**config.mk**
```make
export PLATFORM = sky130hd
export DESIGN_NAME = multi_channel_input_debouncer_top
export DESIGN_NICKNAME = d
export VERILOG_FILES = /design/src/sv/mcid_pkg.sv /design/src/sv/mcid_regs.sv /design/src/sv/mcid_lane.sv /design/src/sv/mcid_merge.sv /design/src/sv/multi_channel_input_debouncer_top.sv
export SDC_FILE = /design/constraint.sdc
export NUM_CORES = 2
export LEC_CHECK = 0
export BUFFER_PORTS_ARGS = -buffer_cell sky130_fd_sc_hd__buf_4
export CAP_MARGIN = 15
export CORE_MARGIN = 2
export CORE_UTILIZATION = 55
export CTS_BUF_LIST = sky130_fd_sc_hd__clkbuf_2 sky130_fd_sc_hd__clkbuf_4 sky130_fd_sc_hd__clkbuf_8
export DETAILED_ROUTE_END_ITERATION = 12
export PLACE_DENSITY_LB_ADDON = 0.3
export SYNTH_ARGS = -nofsm -noshare
export SYNTH_HDL_FRONTEND = slang
export SYNTH_HIERARCHICAL = 1
export SYNTH_SLANG_ARGS = --single-unit
```
**constraint.sdc**
```tcl
create_clock -name clk -period 7.6 [get_ports clk]
set_clock_uncertainty 0.15 [all_clocks]
set_input_delay 1.14 -clock clk [delete_from_list [all_inputs] [get_ports clk]]
set_output_delay 1.14 -clock clk [all_outputs]
set_load 0.02 [all_outputs]
```
**src/sv/mcid_pkg.sv**
```systemverilog
// Shared constants and types for the multi-channel input debouncer.
package mcid_pkg;

	// Number of debounced channels; the data fields carry at most FIELD_W of them
	localparam int CHANNELS = 16;
	localparam int FIELD_W  = 16;
	localparam int LANES    = (CHANNELS < FIELD_W) ? CHANNELS : FIELD_W;

	// Mismatch counter: 17 bits, saturating at all ones
	localparam int                 CNT_W   = 17;
	localparam logic [CNT_W-1:0]   CNT_MAX = {CNT_W{1'b1}};

	// Configuration port geometry
	localparam int ADDR_W = 4;
	localparam int DATA_W = 32;

	// Register reset values
	localparam logic [FIELD_W-1:0] RISE_RST   = '0;
	localparam logic [FIELD_W-1:0] FALL_RST   = '0;
	localparam logic [FIELD_W-1:0] INVERT_RST = '0;
	localparam logic [FIELD_W-1:0] ENABLE_RST = {FIELD_W{1'b1}};

	// Register indexes (byte address / 4)
	typedef enum logic [1:0] {
		REG_RISE   = 2'd0,
		REG_FALL   = 2'd1,
		REG_INVERT = 2'd2,
		REG_ENABLE = 2'd3
	} reg_idx_t;

	// Configuration as seen by the datapath
	typedef struct packed {
		logic [FIELD_W-1:0] rise_count;
		logic [FIELD_W-1:0] fall_count;
		logic [FIELD_W-1:0] invert_mask;
		logic [FIELD_W-1:0] enable_mask;
	} cfg_t;

	// One result word
	typedef struct packed {
		logic [FIELD_W-1:0] level_bits;
		logic [FIELD_W-1:0] changed_bits;
	} result_t;

endpackage

```
**src/sv/mcid_regs.sv**
```systemverilog
// APB-style configuration registers of the debouncer.
module mcid_regs (
	input  logic                        clk,
	input  logic                        arst_n,
	input  logic                        psel,
	input  logic                        penable,
	input  logic                        pwrite,
	input  logic [mcid_pkg::ADDR_W-1:0] paddr,
	input  logic [mcid_pkg::DATA_W-1:0] pwdata,
	output logic [mcid_pkg::DATA_W-1:0] prdata,
	output logic                        pready,
	output mcid_pkg::cfg_t              cfg
);
	import mcid_pkg::*;

	cfg_t     cfg_q;
	reg_idx_t idx;
	logic     wr_en;

	assign idx    = reg_idx_t'(paddr[ADDR_W-1:2]);
	assign wr_en  = psel && penable && pwrite;
	assign pready = 1'b1;
	assign cfg    = cfg_q;

	// register writes
	always_ff @(posedge clk or negedge arst_n) begin
		if (!arst_n) begin
			cfg_q.rise_count  <= RISE_RST;
			cfg_q.fall_count  <= FALL_RST;
			cfg_q.invert_mask <= INVERT_RST;
			cfg_q.enable_mask <= ENABLE_RST;
		end else if (wr_en) begin
			case (idx)
				REG_RISE:   cfg_q.rise_count  <= pwdata[FIELD_W-1:0];
				REG_FALL:   cfg_q.fall_count  <= pwdata[FIELD_W-1:0];
				REG_INVERT: cfg_q.invert_mask <= pwdata[FIELD_W-1:0];
				REG_ENABLE: cfg_q.enable_mask <= pwdata[FIELD_W-1:0];
				default: ;
			endcase
		end
	end

	// read mux
	always_comb begin
		prdata = '0;
		case (idx)
			REG_RISE:   prdata[FIELD_W-1:0] = cfg_q.rise_count;
			REG_FALL:   prdata[FIELD_W-1:0] = cfg_q.fall_count;
			REG_INVERT: prdata[FIELD_W-1:0] = cfg_q.invert_mask;
			REG_ENABLE: prdata[FIELD_W-1:0] = cfg_q.enable_mask;
			default:    prdata = '0;
		endcase
	end

endmodule

```
**src/sv/mcid_lane.sv**
```systemverilog
// One debounce channel: accepted level and saturating mismatch counter.
module mcid_lane (
	input  logic                         clk,
	input  logic                         arst_n,
	input  logic                         advance,
	input  logic                         enable,
	input  logic                         sample,
	input  logic [mcid_pkg::FIELD_W-1:0] rise_count,
	input  logic [mcid_pkg::FIELD_W-1:0] fall_count,
	output logic                         level_next,
	output logic                         changed
);
	import mcid_pkg::*;

	logic               level_q;
	logic [CNT_W-1:0]   cnt_q;
	logic [CNT_W-1:0]   cnt_inc;
	logic [CNT_W-1:0]   cnt_next;
	logic [FIELD_W-1:0] limit;
	logic               mismatch;

	// next state of this channel for the current word
	always_comb begin
		mismatch   = enable && (sample != level_q);
		limit      = level_q ? fall_count : rise_count;
		cnt_inc    = (cnt_q == CNT_MAX) ? cnt_q : cnt_q + 1'b1;
		changed    = mismatch && (cnt_inc > {1'b0, limit});
		level_next = changed ? sample : level_q;
		if (!enable) begin
			cnt_next = cnt_q;
		end else if (!mismatch || changed) begin
			cnt_next = '0;
		end else begin
			cnt_next = cnt_inc;
		end
	end

	// state update on each accepted word
	always_ff @(posedge clk or negedge arst_n) begin
		if (!arst_n) begin
			level_q <= 1'b0;
			cnt_q   <= '0;
		end else if (advance) begin
			level_q <= level_next;
			cnt_q   <= cnt_next;
		end
	end

endmodule

```
**src/sv/mcid_merge.sv**
```systemverilog
// Gathers lane results into one word and holds it in a two-entry output buffer.
module mcid_merge (
	input  logic                         clk,
	input  logic                         arst_n,
	input  logic                         push,
	input  logic [mcid_pkg::FIELD_W-1:0] lane_levels,
	input  logic [mcid_pkg::FIELD_W-1:0] lane_changed,
	input  logic [mcid_pkg::FIELD_W-1:0] invert_mask,
	output logic                         space,
	output logic                         out_valid,
	input  logic                         out_ready,
	output mcid_pkg::result_t            result
);
	import mcid_pkg::*;

	result_t new_word;
	result_t main_q;
	result_t skid_q;
	logic    main_valid_q;
	logic    skid_valid_q;
	logic    pop;

	// polarity correction at merge time
	assign new_word.level_bits   = lane_levels ^ invert_mask;
	assign new_word.changed_bits = lane_changed;

	assign pop       = main_valid_q && out_ready;
	assign space     = !skid_valid_q;
	assign out_valid = main_valid_q;
	assign result    = main_q;

	// buffer control
	always_ff @(posedge clk or negedge arst_n) begin
		if (!arst_n) begin
			main_valid_q <= 1'b0;
			skid_valid_q <= 1'b0;
		end else begin
			if (!main_valid_q) begin
				main_valid_q <= push;
			end else if (pop) begin
				main_valid_q <= skid_valid_q || push;
				skid_valid_q <= skid_valid_q && push;
			end else if (push) begin
				skid_valid_q <= 1'b1;
			end
		end
	end

	// buffer payload
	always_ff @(posedge clk) begin
		if (!main_valid_q || pop) begin
			if (skid_valid_q) begin
				main_q <= skid_q;
			end else if (push) begin
				main_q <= new_word;
			end
		end
		if (push && main_valid_q && (!pop || skid_valid_q)) begin
			skid_q <= new_word;
		end
	end

endmodule

```
**src/sv/multi_channel_input_debouncer_top.sv**
```systemverilog
// Top level of the multi-channel input debouncer.
//
//  channel   handshake            payload
//  input     in_valid/in_ready    raw_levels
//  output    out_valid/out_ready  level_bits, changed_bits
//  config    APB psel/penable     paddr, pwdata, prdata
//
// One word per clock while in_ready is high: every channel lane updates
// its level and counter in the cycle the word is accepted.
// A two-entry output buffer keeps input open for one word while a result
// waits; in_ready drops only when both entries are full.
// Reset clears levels, counters and registers at once; no clearing pass.
module multi_channel_input_debouncer_top (
	input  logic                         clk,
	input  logic                         arst_n,
	input  logic                         psel,
	input  logic                         penable,
	input  logic                         pwrite,
	input  logic [mcid_pkg::ADDR_W-1:0]  paddr,
	input  logic [mcid_pkg::DATA_W-1:0]  pwdata,
	output logic [mcid_pkg::DATA_W-1:0]  prdata,
	output logic                         pready,
	input  logic                         in_valid,
	output logic                         in_ready,
	input  logic [mcid_pkg::FIELD_W-1:0] raw_levels,
	output logic                         out_valid,
	input  logic                         out_ready,
	output logic [mcid_pkg::FIELD_W-1:0] level_bits,
	output logic [mcid_pkg::FIELD_W-1:0] changed_bits
);
	import mcid_pkg::*;

	cfg_t               cfg;
	result_t            result;
	logic               push;
	logic [FIELD_W-1:0] lane_levels;
	logic [FIELD_W-1:0] lane_changed;

	assign push = in_valid && in_ready;

	mcid_regs u_regs (
		.clk     (clk),
		.arst_n  (arst_n),
		.psel    (psel),
		.penable (penable),
		.pwrite  (pwrite),
		.paddr   (paddr),
		.pwdata  (pwdata),
		.prdata  (prdata),
		.pready  (pready),
		.cfg     (cfg)
	);

	// one lane per channel; field bits with no channel read as level zero
	for (genvar i = 0; i < FIELD_W; i++) begin : g_lane
		if (i < LANES) begin : g_on
			mcid_lane u_lane (
				.clk        (clk),
				.arst_n     (arst_n),
				.advance    (push),
				.enable     (cfg.enable_mask[i]),
				.sample     (raw_levels[i]),
				.rise_count (cfg.rise_count),
				.fall_count (cfg.fall_count),
				.level_next (lane_levels[i]),
				.changed    (lane_changed[i])
			);
		end else begin : g_off
			assign lane_levels[i]  = 1'b0;
			assign lane_changed[i] = 1'b0;
		end
	end

	mcid_merge u_merge (
		.clk          (clk),
		.arst_n       (arst_n),
		.push         (push),
		.lane_levels  (lane_levels),
		.lane_changed (lane_changed),
		.invert_mask  (cfg.invert_mask),
		.space        (in_ready),
		.out_valid    (out_valid),
		.out_ready    (out_ready),
		.result       (result)
	);

	assign level_bits   = result.level_bits;
	assign changed_bits = result.changed_bits;

endmodule

```
Word level (Yosys, flattened, before mapping)
Cells that the tools add are included.

storage, ports and cells
  register bits = 418
  output and inout port bits = 67
  logic and storage cells = 283

operators by class
  add/sub/neg operators = 16
  magnitude comparators = 16
  equality and inequality tests = 35
  muxes and demuxes = 71
  bitwise operators = 1
  reduce and logical (&&, ||, !) cells = 102

operator list
  cell                                                              count
  17-bit 2-to-1 mux                                                 32
  17-bit by 1-bit adder with 17-bit output (second input constant)  16
  17-bit == test (second input constant)                            16
  17-bit by 16-bit greater-than comparator with 1-bit output        16
  16-bit 2-to-1 mux                                                 16
  32-bit 2-to-1 mux                                                 2
  16-bit case mux with 4 select lines                               1
  2-bit AND reduction                                               22
  1-bit logical AND                                                 39
  1-bit 2-to-1 mux                                                  20
  1-bit logical NOT                                                 19
  1-bit logical OR                                                  19
  1-bit inequality test                                             16
  16-bit bitwise XOR                                                1
  2-bit == test (second input constant)                             2
  2-bit nonzero test                                                2
  2-bit by 1-bit == test with 1-bit output (second input constant)  1
  2-bit logical NOT                                                 1

Logic depth before layout (Yosys ltp)
  depth in word-level cells = 8
  mapped depth = 18
  gate-level depth less buffers = 18

Modules after synthesis
The synthesis kept the hierarchy.

modules (own cells, without submodules)
  module                                   times used  cells each  area each (µm²)  sequential area each (µm²)
  mcid_lane at g_lane[13].g_on.u_lane ...  8           203         1786.7           450.4
  mcid_lane at g_lane[0].g_on.u_lane ...   5           202         1661.6           450.4
  mcid_regs                                1           180         3025.4           1621.6
  mcid_merge                               1           129         2613.8           1971.9
  mcid_lane at g_lane[3].g_on.u_lane       1           197         1891.8           450.4
  mcid_lane at g_lane[9].g_on.u_lane       1           203         1823.0           450.4
  mcid_lane at g_lane[12].g_on.u_lane      1           187         1725.4           450.4
  multi_channel_input_debouncer_top        1           1           6.3              0.0

Worst setup path before layout
Ideal clock, no wire load.

  kind = register to register
  start point = reg g_lane[12].g_on.u_lane.cnt_q[0]
  end point = reg u_merge.main_q (netlist bit u_merge/result[28]), data pin
  data arrival time = 3.768 ns
  required time = 7.190 ns
  path slack = 3.422 ns
  stages on the path, launching flop included = 17
  clock period less this slack = 4.178 ns
  path through = dfrtp_1 ha_1 and2_1 clkbuf_1 nand3_1 o31a_1 nand4_1 xnor2_1 ha_1 nand3_1 or4_4 a31oi_2 o32ai_2 a21boi_0 mux2_2 xor2_1 mux2_4

RTL lines
  what                      RTL line          RTL
  start: declaration        mcid_lane.sv:16   logic [CNT_W-1:0] cnt_q;
  start signal: assignment  mcid_lane.sv:45   cnt_q <= cnt_next;
  end signal: assignment    mcid_merge.sv:53  main_q <= skid_q;
  end signal: assignment    mcid_merge.sv:55  main_q <= new_word;
  end: declaration          mcid_merge.sv:17  result_t main_q;

==> results.py <==
metrics = {
    "critical_path": {
        "rrSetupSlack_ps": 2820,
        "worstPathArrival_ps": 5190,
        "r2r_end": "u_merge/result[30]$_DFFE_PP_",
        "critical_path_required_ps": 8010,
        "timing_worst_setup_path_type": "flip-flop to flip-flop",
        "critical_path.endpoint_type": "flip-flop",
        "ff2ff_path_depth": 14,
        "critical_path_peak_fanout": 9,
        "critical_path.startpoint_type": "flip-flop",
        "r2r_start": "g_lane[14].g_on.u_lane/cnt_q[0]$_DFFE_PN0P_",
    },
    "cts": {
        "clock_tree.htree_level_count": 3,
        "ctsResizeCount": 0,
        "clk_path_buf_depth": 3,
        "post_cts_hold_buffer_count": 0,
        "clock_sink_count": 418,
        "cts_root_buf": "sky130_fd_sc_hd__clkbuf_8",
        "tritoncts_clock_tree": "done",
        "numCtsBuffers": 81,
        "cts.repair_timing.setup_buffer_count": 0,
        "clock_insertion_delay_worst_skew_ps": 700,
        "clk_pin_slew_ps": 60,
    },
    "final_layout": {
        "layout-drive-gt1-share": 0.1529,
        "area_growth_syn_to_layout_pct": 8.903,
        "fin_nets": 3932,
        "layout.cells.most_common_list": "sky130_fd_sc_hd__nand2_1, sky130_fd_sc_hd__dfrtp_1, sky130_fd_sc_hd__ha_1",
        "nFillCells": 5171,
        "layout_commonest_cell": "sky130_fd_sc_hd__nand2_1",
        "stdcell_count": 4451,
    },
    "grt": {
        "grt_util_all_layers": 0.3026,
        "grt_overflow": 0,
        "vias_in_the_first_global_route": 26813,
        "grt_max_degree": 154,
        "grt_antenna_before_repair": 2,
        "grt_first_pass_wirelength_mm": 150.6,
    },
    "drt": {
        "totalWireLength_mm": 96.29,
        "vias": 28355,
        "avgRoutedWirePerCell_um": 21.63,
        "drt_iter0_markers": 2383,
        "drt_drc_violations_left": 0,
        "drt-vias-per-instance": 6.370,
        "route.antenna.remaining_nets": 0,
        "dr.pass1.iters": 5,
    },
    "floorplanning": {
        "core_area_um2": 60470,
        "core.rowCount": 90,
        "die-width_um": 251.5,
        "initial_utilization": 0.5571,
        "floorplan.die_area_um2": 63240,
        "num_io_pins": 126,
        "dieHeight_um": 251.5,
    },
    "logic_synthesis": {
        "synth_flop_cell": "sky130_fd_sc_hd__dfrtp_1",
        "postSynthRegisterBits": 418,
        "netlist_area_um2": 33690,
        "syn-mean-instance-area_um2": 9.540,
        "postSynth.asyncResetShare": 0.8469,
        "synthCells": 3531,
        "synth_seq_area_share": 0.3206,
        "synth_cell_type_count": 96,
        "synth-edff-count": 64,
        "yosys_warnings": 6,
    },
    "sta": {
        "setup_viol": 0,
        "final_min_period_over_clock_period": 0.6286,
        "slew_violations": 0,
        "timing.final.crit_period_ps": 4777,
        "maxSlewHeadroom": 0.1547,
        "postLayoutSetupSlackWorst_ps": 2823,
        "rsz0062_at_grt": "false",
        "final.hold.worst_slack_ps": 348.8,
        "finalHoldViolations": 0,
        "timing.setup.tns_ps": 0,
        "worst-slew-pin-transition_ps": 1268,
        "achievable-frequency_ghz": 0.2093,
    },
    "placement": {
        "number_of_i_o_port_buffers": 90,
        "post-place-ws_ps": 2901,
        "globalplace.congestion": 0.9422,
        "numPlacedInstances": 4297,
        "dp_hpwl_mm": 64.14,
    },
    "job": {
        "max-cap-violations": 0,
    },
    "worst_hold_path": {
        "worst_min_path_class": "input port to async pin",
    },
    "power": {
        "power_leakage_nw": 16.47,
        "max-vdd-ir-drop_uv": 286.8,
        "powerDensity_nw_per_um2": 288.8,
        "totalPowerFinal_mw": 10.59,
    },
    "run_status": {
        "run_status": "finished, final reports clean",
    },
}
-- how the worst max path moves through the flow --
stage | from | end | cells after the start
global placement | g_lane[12].g_on.u_lane/cnt_q[0]$_DFFE_PN0P_ | u_merge/result[28]$_DFFE_PP_ | 16
finish | g_lane[14].g_on.u_lane/cnt_q[0]$_DFFE_PN0P_ | u_merge/result[30]$_DFFE_PP_ | 14
floorplan | g_lane[12].g_on.u_lane/cnt_q[0]$_DFFE_PN0P_ | u_merge/result[28]$_DFFE_PP_ | 16
detailed placement | g_lane[12].g_on.u_lane/cnt_q[0]$_DFFE_PN0P_ | u_merge/result[28]$_DFFE_PP_ | 16
CTS | g_lane[12].g_on.u_lane/cnt_q[0]$_DFFE_PN0P_ | u_merge/result[28]$_DFFE_PP_ | 16
global route | g_lane[14].g_on.u_lane/cnt_q[0]$_DFFE_PN0P_ | u_merge/result[30]$_DFFE_PP_ | 14
-- power breakdown --
group	internal [mW]	switching [mW]	total [mW]
clock	1.48	1.05	2.53
sequential	2.73	0.876	3.60
combinational	1.93	2.52	4.46
-- per-layer routing --
layer  track usage  wire [um]  up-vias
met4        0.1099       2845        2
met5             0         13        -
li1              -          -    13360
met2        0.4552      42270     1126
met1        0.4229      42390    13670
met3       0.07449       8773      197
-- synth_stat cells, drive strengths merged, types with 13 or more instances --
cell type / n / area (um^2)
and3: 67 / 434.2
a221o: 26 / 260.3
mux2: 153 / 1828
dfstp: 16 / 420.4
o21a: 38 / 285.3
o22ai: 34 / 212.7
mux4: 16 / 379.1
clkbuf: 78 / 312.8
nand2: 401 / 1508
xnor2: 115 / 1007
nor2: 179 / 812.0
a21o: 54 / 405.4
a31o: 49 / 429.2
ha: 272 / 3403
nor2b: 14 / 87.58
dfrtp: 338 / 8458
and2: 90 / 565.6
o21ai: 115 / 609.3
a211oi: 37 / 322.8
a21oi: 108 / 551.8
o31ai: 43 / 337.8
edfxtp: 64 / 1922
xor2: 110 / 963.4
nand4: 102 / 715.7
nor3: 97 / 501.7
nand3: 197 / 1001
or2: 13 / 93.84
a32o: 24 / 240.2
mux2i: 241 / 2412
buf: 83 / 663.1
a31oi: 46 / 306.6
o211ai: 44 / 330.3
or3: 34 / 212.7
a22o: 17 / 148.9
and4: 23 / 226.5
inv: 98 / 367.9
-- metrics by stage --
step	util	instance area, um^2
after floorplan	-	33740
after global placement	0.5749	34760
after detailed placement	0.5753	34790
after CTS	0.6053	36600
after global routing	0.6067	36690
final	0.6067	36690
-- kinds of logic (layout without fill, tap and decap cells) --
group                      count (synthesis)  count (layout)  synth area share
AOI/OAI and AO/OA                        693             693            0.1508
xor gates and xnor gates                 225             225           0.05850
adders and majority gates                272             272            0.1010
buffers and inverters                    259             381           0.03989
DFF                                      418             418            0.3206
muxes                                    410             410            0.1371
other                                      2              18         0.0002229
and+or+nand+nor                         1252            1252            0.1918
-- area by class of cell --
cell class | count | area, um^2 | share of cell area
Multi-Input combinational cell | 2869 | 21630 | 0.5895
Sequential cell | 418 | 10800 | 0.2944
Clock buffer | 126 | 1565 | 0.04267
Timing Repair Buffer | 133 | 1099 | 0.02994
Tap cell | 782 | 978.4 | 0.02667
Inverter | 98 | 367.9 | 0.01003
Clock inverter | 24 | 246.5 | 0.006719
Antenna cell | 1 | 2.502 | 0.00006821
-- registers in the layout (all words and copies together), names as in the netlist --
name / count
g_lane.g_on.u_lane/cnt_q: 272
u_regs/cfg: 64
u_merge/result: 32
u_merge/skid_q: 32
g_lane.g_on.u_lane/level_q: 16
u_merge/out_valid: 1
u_merge/skid_valid_q: 1
-- critical path: stages (launching register included) --
cell and delay (ps):
sky130_fd_sc_hd__dfrtp_1 430, sky130_fd_sc_hd__ha_1 250, sky130_fd_sc_hd__and3_1 340, sky130_fd_sc_hd__nand2_1 220
sky130_fd_sc_hd__o211ai_1 350, sky130_fd_sc_hd__xnor2_1 180, sky130_fd_sc_hd__ha_1 270, sky130_fd_sc_hd__nand4_1 140
sky130_fd_sc_hd__o211ai_1 110, sky130_fd_sc_hd__o221a_1 300, sky130_fd_sc_hd__o32a_1 500, sky130_fd_sc_hd__o21ai_2 230
sky130_fd_sc_hd__mux2_1 350, sky130_fd_sc_hd__xor2_1 560, sky130_fd_sc_hd__mux2_2 280
(Power assumes the default switching activity.)
